<file path="src/hw/rtl/stip_pkg.sv">
// stip_pkg: shared types, character codes and helpers of the string to integer parser
// used by stip_step and string_to_integer_parser_unit; no dependencies
`default_nettype none

package stip_pkg;

  localparam int COUNT_WIDTH  = 16;
  localparam int VALUE_WIDTH  = 64;
  localparam int OFFSET_WIDTH = 16;
  localparam int BASE_WIDTH   = 5;
  localparam int DIGIT_WIDTH  = 5;

  localparam logic [COUNT_WIDTH-1:0] COUNT_MAX = '1;

  localparam logic [BASE_WIDTH-1:0] BASE_AUTO = BASE_WIDTH'(0);
  localparam logic [BASE_WIDTH-1:0] BASE_OCT  = BASE_WIDTH'(8);
  localparam logic [BASE_WIDTH-1:0] BASE_DEC  = BASE_WIDTH'(10);
  localparam logic [BASE_WIDTH-1:0] BASE_HEX  = BASE_WIDTH'(16);

  localparam logic [DIGIT_WIDTH-1:0] DIGIT_NONE = DIGIT_WIDTH'(16);

  localparam logic [7:0] CH_NUL   = 8'h00;
  localparam logic [7:0] CH_TAB   = 8'h09;
  localparam logic [7:0] CH_LF    = 8'h0A;
  localparam logic [7:0] CH_SPACE = 8'h20;
  localparam logic [7:0] CH_PLUS  = 8'h2B;
  localparam logic [7:0] CH_MINUS = 8'h2D;
  localparam logic [7:0] CH_ZERO  = 8'h30;
  localparam logic [7:0] CH_NINE  = 8'h39;
  localparam logic [7:0] CH_UA    = 8'h41;
  localparam logic [7:0] CH_UF    = 8'h46;
  localparam logic [7:0] CH_UX    = 8'h58;
  localparam logic [7:0] CH_LA    = 8'h61;
  localparam logic [7:0] CH_LF_HEX = 8'h66;
  localparam logic [7:0] CH_LX    = 8'h78;

  typedef enum logic [1:0] {
    PH_SPACE  = 2'd0,
    PH_SIGNED = 2'd1,
    PH_ZERO   = 2'd2,
    PH_DIGITS = 2'd3
  } phase_t;

  typedef struct packed {
    logic [7:0] ch;
    logic       first;
  } req_t;

  typedef struct packed {
    logic signed [VALUE_WIDTH-1:0] value;
    logic [OFFSET_WIDTH-1:0]       end_offset;
    logic                          done_res;
  } rsp_t;

  typedef struct packed {
    phase_t                  phase;
    logic                    negative;
    logic [VALUE_WIDTH-1:0]  accum;
    logic [BASE_WIDTH-1:0]   base;
    logic [COUNT_WIDTH-1:0]  consumed;
    logic                    stopped;
  } parse_state_t;

  // hex value of a character, DIGIT_NONE when it is not a hex digit
  function automatic logic [DIGIT_WIDTH-1:0] digit_of(input logic [7:0] c);
    logic [DIGIT_WIDTH-1:0] d;
    d = DIGIT_NONE;
    if (c >= CH_ZERO && c <= CH_NINE) begin
      d = DIGIT_WIDTH'(c - CH_ZERO);
    end else if (c >= CH_LA && c <= CH_LF_HEX) begin
      d = DIGIT_WIDTH'(c - CH_LA) + DIGIT_WIDTH'(10);
    end else if (c >= CH_UA && c <= CH_UF) begin
      d = DIGIT_WIDTH'(c - CH_UA) + DIGIT_WIDTH'(10);
    end
    return d;
  endfunction

endpackage

`default_nettype wire

</file>
<file path="src/hw/rtl/stip_step.sv">
// stip_step: next parse state for one character
// depends on stip_pkg
`default_nettype none

module stip_step (
  input  stip_pkg::parse_state_t            cur,
  input  stip_pkg::req_t                    req,
  input  logic [stip_pkg::BASE_WIDTH-1:0]   radix,
  output stip_pkg::parse_state_t            nxt
);

  stip_pkg::parse_state_t            s;
  logic                              lead;
  logic                              take_digit;
  logic                              count;
  logic [stip_pkg::DIGIT_WIDTH-1:0]  d;

  assign d = stip_pkg::digit_of(req.ch);

  always_comb begin
    // a new string restarts from the clean state with the configured base
    s = cur;
    if (req.first) begin
      s.phase    = stip_pkg::PH_SPACE;
      s.negative = 1'b0;
      s.accum    = '0;
      s.base     = radix;
      s.consumed = '0;
      s.stopped  = 1'b0;
    end

    nxt        = s;
    lead       = 1'b0;
    take_digit = 1'b0;
    count      = 1'b0;

    if (!s.stopped) begin
      unique case (s.phase)
        stip_pkg::PH_SPACE: begin
          if (req.ch == stip_pkg::CH_SPACE || req.ch == stip_pkg::CH_TAB ||
              req.ch == stip_pkg::CH_LF) begin
            count = 1'b1;
          end else if (req.ch == stip_pkg::CH_MINUS || req.ch == stip_pkg::CH_PLUS) begin
            nxt.negative = (req.ch == stip_pkg::CH_MINUS);
            nxt.phase    = stip_pkg::PH_SIGNED;
            count        = 1'b1;
          end else begin
            lead = 1'b1;
          end
        end
        stip_pkg::PH_SIGNED: begin
          lead = 1'b1;
        end
        stip_pkg::PH_ZERO: begin
          if (req.ch == stip_pkg::CH_LX || req.ch == stip_pkg::CH_UX) begin
            nxt.base  = stip_pkg::BASE_HEX;
            nxt.phase = stip_pkg::PH_DIGITS;
            count     = 1'b1;
          end else begin
            take_digit = 1'b1;
          end
        end
        default: begin
          take_digit = 1'b1;
        end
      endcase

      if (lead) begin
        if (req.ch == stip_pkg::CH_ZERO &&
            (s.base == stip_pkg::BASE_AUTO || s.base == stip_pkg::BASE_HEX)) begin
          // leading zero: possible 0x prefix, or octal in auto mode
          if (s.base == stip_pkg::BASE_AUTO) begin
            nxt.base = stip_pkg::BASE_OCT;
          end
          nxt.phase = stip_pkg::PH_ZERO;
          count     = 1'b1;
        end else begin
          if (s.base == stip_pkg::BASE_AUTO) begin
            nxt.base = stip_pkg::BASE_DEC;
          end
          take_digit = 1'b1;
        end
      end

      if (take_digit) begin
        if (req.ch == stip_pkg::CH_NUL || d == stip_pkg::DIGIT_NONE ||
            stip_pkg::BASE_WIDTH'(d) >= nxt.base) begin
          nxt.stopped = 1'b1;
        end else begin
          nxt.accum = stip_pkg::VALUE_WIDTH'(s.accum * stip_pkg::VALUE_WIDTH'(nxt.base))
                    + stip_pkg::VALUE_WIDTH'(d);
          nxt.phase = stip_pkg::PH_DIGITS;
          count     = 1'b1;
        end
      end
    end

    if (count && s.consumed != stip_pkg::COUNT_MAX) begin
      nxt.consumed = s.consumed + stip_pkg::COUNT_WIDTH'(1);
    end
  end

endmodule

`default_nettype wire

</file>
<file path="src/hw/rtl/string_to_integer_parser_unit.sv">
// string_to_integer_parser_unit: streaming strtol-style integer parser, top level
// depends on stip_pkg and stip_step
//
// One character enters per request; every request returns exactly one response with the
// signed value parsed so far, the count of characters consumed and a done flag. The
// unit sustains one character per clock while rsp_ready is high: the request is held
// in an input register, the next parse state (a 64-bit multiply by the active base plus
// the digit, and the sign applied) is formed from it and lands in the response register,
// so each response passes the input register and then the response register before it
// is offered, and a full response register stalls the input register. The loop that
// sets this rate is the accumulator update, formed combinationally. Leading space, tab and
// newline are skipped, then one '+' or '-', then a 0x/0X prefix (radix 0 or 16) or an
// octal leading zero (radix 0); digits below the active base are accumulated modulo
// 2^64. The first non-digit or NUL stops the parse, and later characters only repeat the
// last result with done_res set until a request with first set starts a new string.
// When no digit follows, end_offset still counts whitespace, sign and prefix. radix is
// latched on each first character; write it only while no request is in flight.
`default_nettype none

module string_to_integer_parser_unit (
  input  logic                                clk,
  input  logic                                rst,
  input  logic                                cfg_we,
  input  logic [stip_pkg::BASE_WIDTH-1:0]     cfg_wdata,
  input  logic                                req_valid,
  output logic                                req_ready,
  input  stip_pkg::req_t                      req,
  output logic                                rsp_valid,
  input  logic                                rsp_ready,
  output stip_pkg::rsp_t                      rsp
);

  // configuration register
  logic [stip_pkg::BASE_WIDTH-1:0] radix;

  // input register
  logic           hold_valid;
  stip_pkg::req_t hold;

  // parse state carried between characters
  stip_pkg::parse_state_t state;
  stip_pkg::parse_state_t state_next;

  // the held request moves on when the response register is free or being drained
  logic advance;

  assign advance   = hold_valid && (!rsp_valid || rsp_ready);
  assign req_ready = !hold_valid || advance;

  always_ff @(posedge clk) begin
    if (rst) begin
      radix <= stip_pkg::BASE_DEC;
    end else if (cfg_we) begin
      radix <= cfg_wdata;
    end
  end

  // input stage
  always_ff @(posedge clk) begin
    if (rst) begin
      hold_valid <= 1'b0;
    end else if (req_ready) begin
      hold_valid <= req_valid;
    end
  end

  always_ff @(posedge clk) begin
    if (req_ready && req_valid) begin
      hold <= req;
    end
  end

  // one parse step per character
  stip_step u_step (
    .cur   (state),
    .req   (hold),
    .radix (radix),
    .nxt   (state_next)
  );

  always_ff @(posedge clk) begin
    if (rst) begin
      state.phase    <= stip_pkg::PH_SPACE;
      state.negative <= 1'b0;
      state.accum    <= '0;
      state.base     <= stip_pkg::BASE_DEC;
      state.consumed <= '0;
      state.stopped  <= 1'b0;
    end else if (advance) begin
      state <= state_next;
    end
  end

  // response register: sign applied on the way in
  always_ff @(posedge clk) begin
    if (rst) begin
      rsp_valid <= 1'b0;
    end else if (advance) begin
      rsp_valid <= 1'b1;
    end else if (rsp_ready) begin
      rsp_valid <= 1'b0;
    end
  end

  always_ff @(posedge clk) begin
    if (advance) begin
      rsp.value      <= state_next.negative ? -$signed(state_next.accum)
                                            : $signed(state_next.accum);
      rsp.end_offset <= stip_pkg::OFFSET_WIDTH'(state_next.consumed);
      rsp.done_res   <= state_next.stopped;
    end
  end

endmodule

`default_nettype wire
</file>
<file path="config.mk">
export PLATFORM = sky130hd
export DESIGN_NAME = string_to_integer_parser_unit
export DESIGN_NICKNAME = d
export VERILOG_FILES = /design/src/hw/rtl/stip_pkg.sv /design/src/hw/rtl/stip_step.sv /design/src/hw/rtl/string_to_integer_parser_unit.sv
export SDC_FILE = /design/constraint.sdc
export NUM_CORES = 1
export LEC_CHECK = 0
export BUFFER_PORTS_ARGS = -buffer_cell sky130_fd_sc_hd__buf_2
export CAP_MARGIN = 30
export CORE_ASPECT_RATIO = 0.5
export CORE_MARGIN = 2
export CORE_UTILIZATION = 69
export CTS_CLUSTER_DIAMETER = 40
export CTS_CLUSTER_SIZE = 10
export DETAILED_ROUTE_END_ITERATION = 12
export GPL_TIMING_DRIVEN = 0
export PLACE_DENSITY = 0.88
export SKIP_CTS_REPAIR_TIMING = 1
export SLEW_MARGIN = 10
export SYNTH_ARGS = -nofsm -noshare
export SYNTH_HDL_FRONTEND = slang
export SYNTH_HIERARCHICAL = 1
export SYNTH_SLANG_ARGS = --single-unit
export TNS_END_PERCENT = 5
</file>
<file path="constraint.sdc">
create_clock -name clk -period 18.9 [get_ports clk]
set_input_delay 2.835 -clock clk [delete_from_list [all_inputs] [get_ports clk]]
set_output_delay 2.835 -clock clk [all_outputs]
set_load 0.03 [all_outputs]
</file>
==> metrics, run 1 <==
status finished with violations; failing checks design-rule violations; WL final 60300 µm; Place WS just under 8 ns; hold path cells 2; most frequent cells in the layout nand2_1, nor2_1, inv_1, fa_1, a21oi_1; Largest stage delay, worst path 0.83 ns; final non-filler cell area 21700 µm²; grt total ovfl 0; Min-Delay Path Class reg -> reg; Seq/Total Area, Yosys 23.0%; Nets 2981; first-pass GRT wire length between 90000 and 100000 µm; GP Congestion around 1; num rows 44; instance count on the critical path 30; Final Skew 0.0132 ns; Bufs and invs on worst path 3; GRT Util Overall 40.3%; WL/cell about 20 µm; CTS tree built; Yosys reg bits around 190; Worst Reg-to-Reg Cells 30; CP max stage cell a41oi_1; Layout area overhead 8.27%; Port Buf Inserts 99; n_diodes 0; commonest non-fill, non-tap cell in the layout nand2_1; die area 30600 µm²; DIE HEIGHT around 120 µm; synthesis warning total 6; io pins between 100 and 150; FMAX 85.2 MHz; arrival time at the worst endpoint 11.90 ns; crit path kind reg -> reg; CP Launch Type flop; Cells after Synth 2515; clock buffer count from CTS 17; Pleak 9.66 nW; Slew headroom 26.3%; CTS Buffer Depth 2; Pre-antenna DRT Iters 11; Final Cycle Share 62.1%; Max Slew Vio Count 0; Worst Hold Launch state[25]$_SDFFE_PP0P_; largest net degree at the start of global routing 51; unrepaired setup endpoints after global routing no; CTS Sinks 186; DR iter-0 viols 2562; Top FF cell, synth dfxtp_1; PwrDens 41.9 nW/µm²; Final Setup Violations 0; Hold Path Sink state[25]$_SDFFE_PP0P_; clk_lat worst skew 0.46 ns; Final TNS setup 0 ns; maximum vdd drop between 60 and 70 µV; worst-margin pin slew 1.11 ns; Fillers approximately 2200; critical path peak fanout 10; dpl cell area 21200 µm²; Inst Count DP approximately 3000; clock-pin slew on the worst setup and hold paths ~0.070 ns; DR vias 18800; count of cell types in the netlist 83; final worst slack 7.17 ns; Initial Utilization a little over two thirds; Synth Net Count ~2900; crit-path leading delay family compound AO/OA/AOI/OAI gates; Post-synth EDFFs 90; clock root cell clkbuf_16; final std cells w/o fill 3046; DRC violations left 1; Core Util, Final 75.5%; initial antenna violation count 1; RR Endpoint rsp[77]$_DFFE_PP_; max-cap violations 0; Critical R2R Launch hold[2]$_DFFE_PP_; syn avg cell area 7.98 µm²; vias in the first global route 18300; antenna-violating nets left 0; reg-to-reg slack, setup 7.17 ns; drt via density 6.18; Core Area 28800 µm²; Final Hold Fails 0; die span in x between 200 and 250 µm; layout cells sized above 1 under 10%; Tmin final 11.73 ns; asr flop ratio synth 0%; CP endpoint kind flop; Post-Syn Area 20100 µm²; htree depth 4; Worst Path Required 19.07 ns; Post-DP HPWL 48000 µm
==> registers in the layout (all words and copies together), names as in the netlist <==
name,cells
hold,9
radix,5
state,89
rsp_valid,1
hold_valid,1
rsp,81
==> routing by layer <==
layer | share of wire, % | vias up | GRT usage, %
met3 | 14 | 195 | 11.7
met5 | 0 | - | 0
li1 | - | 8523 | -
met1 | 39 | 8905 | 54.5
met2 | 43 | 1210 | 60.2
met4 | 4.4 | 0 | 18.3
==> metrics by stage <==
step | total power [mW] | hold WS (ns)
floorplan | 0.511 | 0.432
global placement | 0.550 | 0.440
detailed placement | 0.554 | 0.446
CTS | 0.903 | 0.456
global route | 0.932 | 0.482
finish | 0.912 | 0.456
==> synthesized netlist by cell type (all sizes together), types with 4 or more instances <==
cell type	number	area [µm²]
o21bai	18	135
o21a	7	52.6
a211o	4	43.8
a21boi	6	45.1
a211oi	6	45.0
o21ai	128	641
a31oi	9	56.3
a22o	6	52.6
nand4	24	150
clkbuf	105	394
nand3	33	195
nand2b	20	125
nor4	16	128
nor2b	18	113
or2	17	106
or4	14	109
xnor2	97	850
inv	311	1170
nor2	372	1400
o31ai	21	201
a221o	4	40.0
ha	137	1710
nand2	385	1450
mux2i	9	90.1
edfxtp	90	2700
o22ai	4	25.0
buf	16	73.8
and2	11	68.8
mux2	4	48.8
a21o	27	203
xor2	31	272
o41ai	14	168
o2111ai	4	35.0
nor3	17	85.1
and3	7	43.8
o211ai	7	52.6
or3	18	113
fa	183	3660
a21oi	174	871
dfxtp	96	1920
==> worst reg2reg max path: cells and delay by family, from the launching register on <==
kind / cells / cell delay (ns)
AOI/OAI and AO/OA: 12 / 4.95
xor gates and xnor gates: 2 / 0.49
adders and majority gates: 5 / 2.15
buffers and inverters: 3 / 1.00
DFF: 1 / 0.43
muxes: 1 / 0.28
and+or+nand+nor: 7 / 2.15
==> how the worst max path moves through the flow <==
stage	from	end	slack, ns
after floorplan	hold[2]$_DFFE_PP_	rsp[80]$_DFFE_PP_	10.12
after global placement	hold[2]$_DFFE_PP_	rsp[77]$_DFFE_PP_	7.71
after detailed placement	hold[2]$_DFFE_PP_	rsp[77]$_DFFE_PP_	7.89
after CTS	hold[2]$_DFFE_PP_	rsp[77]$_DFFE_PP_	7.78
after global routing	hold[2]$_DFFE_PP_	rsp[77]$_DFFE_PP_	6.77
final	hold[2]$_DFFE_PP_	rsp[77]$_DFFE_PP_	7.17
==> final cells by class <==
type,instances,area (µm²),share of cell area (%)
multi-input combinational,1897,13800,63.6
sequential,186,4620,21.3
inverter,311,1170,5.37
timing repair buffer,108,603,2.77
tap,391,489,2.25
buffer,121,472,2.17
clock buffer,18,429,1.97
clock inverter,14,135,0.622
==> report_power, final <==
group,internal [mW],total (mW),switching [mW]
registers,0.432,0.438,0.00543
logic,0.0237,0.113,0.0892
clock network,0.185,0.361,0.176
==> kinds of logic after synthesis <==
kind of cell             after synthesis  synth area share, %
AO/OA/AOI/OAI                        468                 14.7
XOR/XNOR                             128                 5.58
adder cells (fa/ha/maj)              320                 26.8
buffers and inverters                432                 8.15
flip-flops                           186                 23.0
multiplexers                          13                0.692
AND/OR/NAND/NOR                      968                 21.1
No activity file was read; power rests on OpenSTA's default activity.
==> inputs of run 2 (changes only) <==
--- a/config.mk
+++ b/config.mk
@@ -5,16 +5,17 @@
 export SDC_FILE = /design/constraint.sdc
 export NUM_CORES = 1
 export LEC_CHECK = 0
+export ABC_AREA = 1
 export BUFFER_PORTS_ARGS = -buffer_cell sky130_fd_sc_hd__buf_2
 export CAP_MARGIN = 30
 export CORE_ASPECT_RATIO = 0.5
 export CORE_MARGIN = 2
-export CORE_UTILIZATION = 69
+export CORE_UTILIZATION = 58
 export CTS_CLUSTER_DIAMETER = 40
 export CTS_CLUSTER_SIZE = 10
 export DETAILED_ROUTE_END_ITERATION = 12
 export GPL_TIMING_DRIVEN = 0
-export PLACE_DENSITY = 0.88
+export PLACE_DENSITY = 0.79
 export SKIP_CTS_REPAIR_TIMING = 1
 export SLEW_MARGIN = 10
 export SYNTH_ARGS = -nofsm -noshare
==> constraint.sdc (replaced) <==
create_clock -name clk -period 9.55 [get_ports clk]
set_input_delay 1.4325 -clock clk [delete_from_list [all_inputs] [get_ports clk]]
set_output_delay 1.4325 -clock clk [all_outputs]
set_load 0.03 [all_outputs]
==> metrics, run 2 <==
Synth top area share 16.7% (-1.6 points); Post-synth EDFFs 90 (unchanged); Final Setup Violations 0 (unchanged); commonest non-fill, non-tap cell in the layout nor2_1; num rows 50 (+14%); drt via density 5.84 (-5.5%); syn avg cell area 6.94 µm² (-13%); DIE HEIGHT 142 µm (+14%); Core Area 37300 µm² (+30%); crit path capture rsp[80]$_DFFE_PP_; Post-Syn Area 21900 µm² (+9.3%); GRT Util Overall 40.6% (+0.23 points); CP max stage cell a21oi_2; biggest regs state (89), rsp (81), hold (9); CTS Buffer Depth 2 (unchanged); multi-input logic area 14800 µm² (+6.8%); io pins 102 (unchanged); Fillers 3478 (+60%); antenna-violating nets left 0 (unchanged); Worst Reg-to-Reg Cells 36 (+20%); grt total ovfl 0 (unchanged); final worst slack 0.457 ns (-6.71 ns); DRC violations left 0 (-1); clock root cell clkbuf_16; Inst Count DP 3765 (+25%); Nets 3630 (+22%); uppermost layer routed met5; Worst Path Required 9.76 ns (-9.31 ns); synthesis warning total 6 (unchanged); Pre-antenna DRT Iters 6 (-5); maximum vdd drop 86.6 µV (+39%); asr flop ratio synth 0% (unchanged); Seq/Total Area, Yosys 21.1% (-2.0 points); CTS tree built; post-synth top area cell fa_1; reg-to-reg slack, setup 0.46 ns (-6.71 ns); Most flops, register state; synth cell count leaders nor2_1, inv_1, nand2_1, o21ai_0, fa_1; htree depth 4 (unchanged); Slew headroom 20.7% (-5.6 points); CTS Sinks 186 (unchanged); clock buffer count from CTS 17 (unchanged); PwrDens 107 nW/µm² (+150%); most frequent cells in the layout nor2_1, inv_1, nand2_1, o21ai_0, fa_1; Top FF cell, synth dfxtp_1; largest net degree at the start of global routing 68 (+33%); Critical R2R Launch hold[1]$_DFFE_PP_; RR Endpoint rsp[80]$_DFFE_PP_; Final TNS setup 0 ns (unchanged); die area 39500 µm² (+29%); die span in x 279 µm (+14%); Place WS 0.263 ns (-7.63 ns); status completed; count of cell types in the netlist 58 (-30%); crit path kind reg -> reg; Tmin final 9.09 ns (-2.64 ns); vias in the first global route 20400 (+12%); DR iter-0 viols 2544 (-0.70%); Tot Pwr 2.54 mW (+180%); crit-path most repeated cell nand2_1; FMAX 110 MHz (+29%); instance count on the critical path 36 (+20%); CP endpoint kind flop; top-count cell post-synth nor2_1; max reg flops 89 (unchanged); Bufs and invs on worst path 8 (+5); DR vias 22200 (+18%); Synth area leaders fa_1, edfxtp_1, nor2_1, inv_1, nand2_1; initial antenna violation count 2 (+1); Synth Net Count 3501 (+23%); Crit. Startpoint hold[1]$_DFFE_PP_; Initial Utilization 58.8% (-11 points); Pleak 11.7 nW (+21%); Port Buf Inserts 101 (+2.0%); crit-path leading delay family compound AO/OA/AOI/OAI gates; Storage cell area 4620 µm² (unchanged); Met3 Routed Length 12000 µm (+45%); final std cells w/o fill 3799 (+25%); first-pass GRT wire length 120000 µm (+25%); Cells after Synth 3162 (+26%); Final Hold Fails 0 (unchanged); clock-pin slew on the worst setup and hold paths 0.07 ns (about the same); Metal-1 WL 34600 µm (+48%); Final Cycle Share 95.2% (+33 points); WL/cell 21.0 µm (+6.2%); max-cap violations 0 (unchanged); Layout area overhead 8.39%; clk_lat worst skew 0.45 ns (about the same); Largest stage delay, worst path 0.60 ns (-0.23 ns); arrival time at the worst endpoint 9.30 ns (-2.60 ns); critical path peak fanout 10 (unchanged); GP Congestion 1.06 (+4.8%); WL final 79900 µm (+32%); Yosys reg bits 186 (unchanged); unrepaired setup endpoints after global routing no; CP Launch Type flop; Max Slew Vio Count 0 (unchanged); Min-Delay Path Class reg -> reg; layout cells sized above 1 7.60% (+0.29 points); Post-DP HPWL 67500 µm (+41%); worst-margin pin slew 1.19 ns (+0.0835 ns); met2 wire length 31300 µm (+20%); Final Skew 0.0167 ns (+0.00358 ns)
==> run 2: cell types whose count changed in the layout (fill, tap and decap cells not counted), moves of 20 or more <==
cell	delta
xor2_1	+26
nand2b_1	-20
nand3_1	+100
nor2_1	+258
o21ai_0	+75
o21ai_1	+24
clkbuf_1	-61
inv_1	+241
xnor2_1	-74
nand2_1	+155
buf_2	+23
==> run 2: where the power goes <==
group / internal, mW / switching, mW
Sequential: 0.900 / 0.0287
Clock: 0.401 / 0.336
Combinational: 0.240 / 0.638
Total: 1.54 / 1.00
==> run 2: kinds of logic after synthesis <==
kind of cell             after synthesis  share of synthesized area (%)
multiplexers                           1                         0.0513
AO/OA/AOI/OAI                        502                           12.7
flip-flops                           186                           21.1
buffers and inverters                660                           11.7
XOR/XNOR                              80                           3.19
adder cells (fa/ha/maj)              320                           24.5
AND/OR/NAND/NOR                     1413                           26.8
==> run 2: final cells by class <==
cell class	instances	share of cell area, %
multi-input cells	2316	62.0
inverters	563	8.89
clock inverters	13	0.642
diodes	1	0.0105
well taps	494	2.60
flip-flops and latches	186	19.4
repair buffers	111	2.59
plain buffers	96	1.91
clock buffers	19	1.86
==> run 2: layer usage <==
metal  track usage, %  up-vias
li1                 -    10200
met1             59.1    10500
met2             56.9     1378
met3             14.4      149
met4             9.76        2
met5             1.59        -
==> run 2: worst min-delay path, delay by kind of cell (launching register included) <==
family / cells / cell delay [ns]
flip-flops: 1 / 0.33
AND/OR/NAND/NOR: 2 / 0.13
==> run 2: stage by stage <==
stage | instance area, µm² | util, % | hold WS, ns
2_1_floorplan | 21900 | - | 0.429
3_3_place_gp | 23100 | 61.8 | 0.442
3_5_place_dp | 23200 | 62.1 | 0.457
4_1_cts | 23800 | 63.7 | 0.477
5_1_grt | 23800 | 63.7 | 0.505
6_report | 23800 | 63.7 | 0.483
==> run 2: how the worst min path moves through the flow <==
stage / start / endpoint / cells after the start
2_1_floorplan: radix[1]$_SDFFE_PP1P_ / radix[1]$_SDFFE_PP1P_ / 2
3_3_place_gp: radix[3]$_SDFFE_PP1P_ / radix[3]$_SDFFE_PP1P_ / 2
3_5_place_dp: state[20]$_SDFFE_PP1P_ / state[20]$_SDFFE_PP1P_ / 2
5_1_grt: state[44]$_SDFFE_PP0P_ / state[44]$_SDFFE_PP0P_ / 2
4_1_cts: state[20]$_SDFFE_PP1P_ / state[20]$_SDFFE_PP1P_ / 2
6_report: state[20]$_SDFFE_PP1P_ / state[20]$_SDFFE_PP1P_ / 2
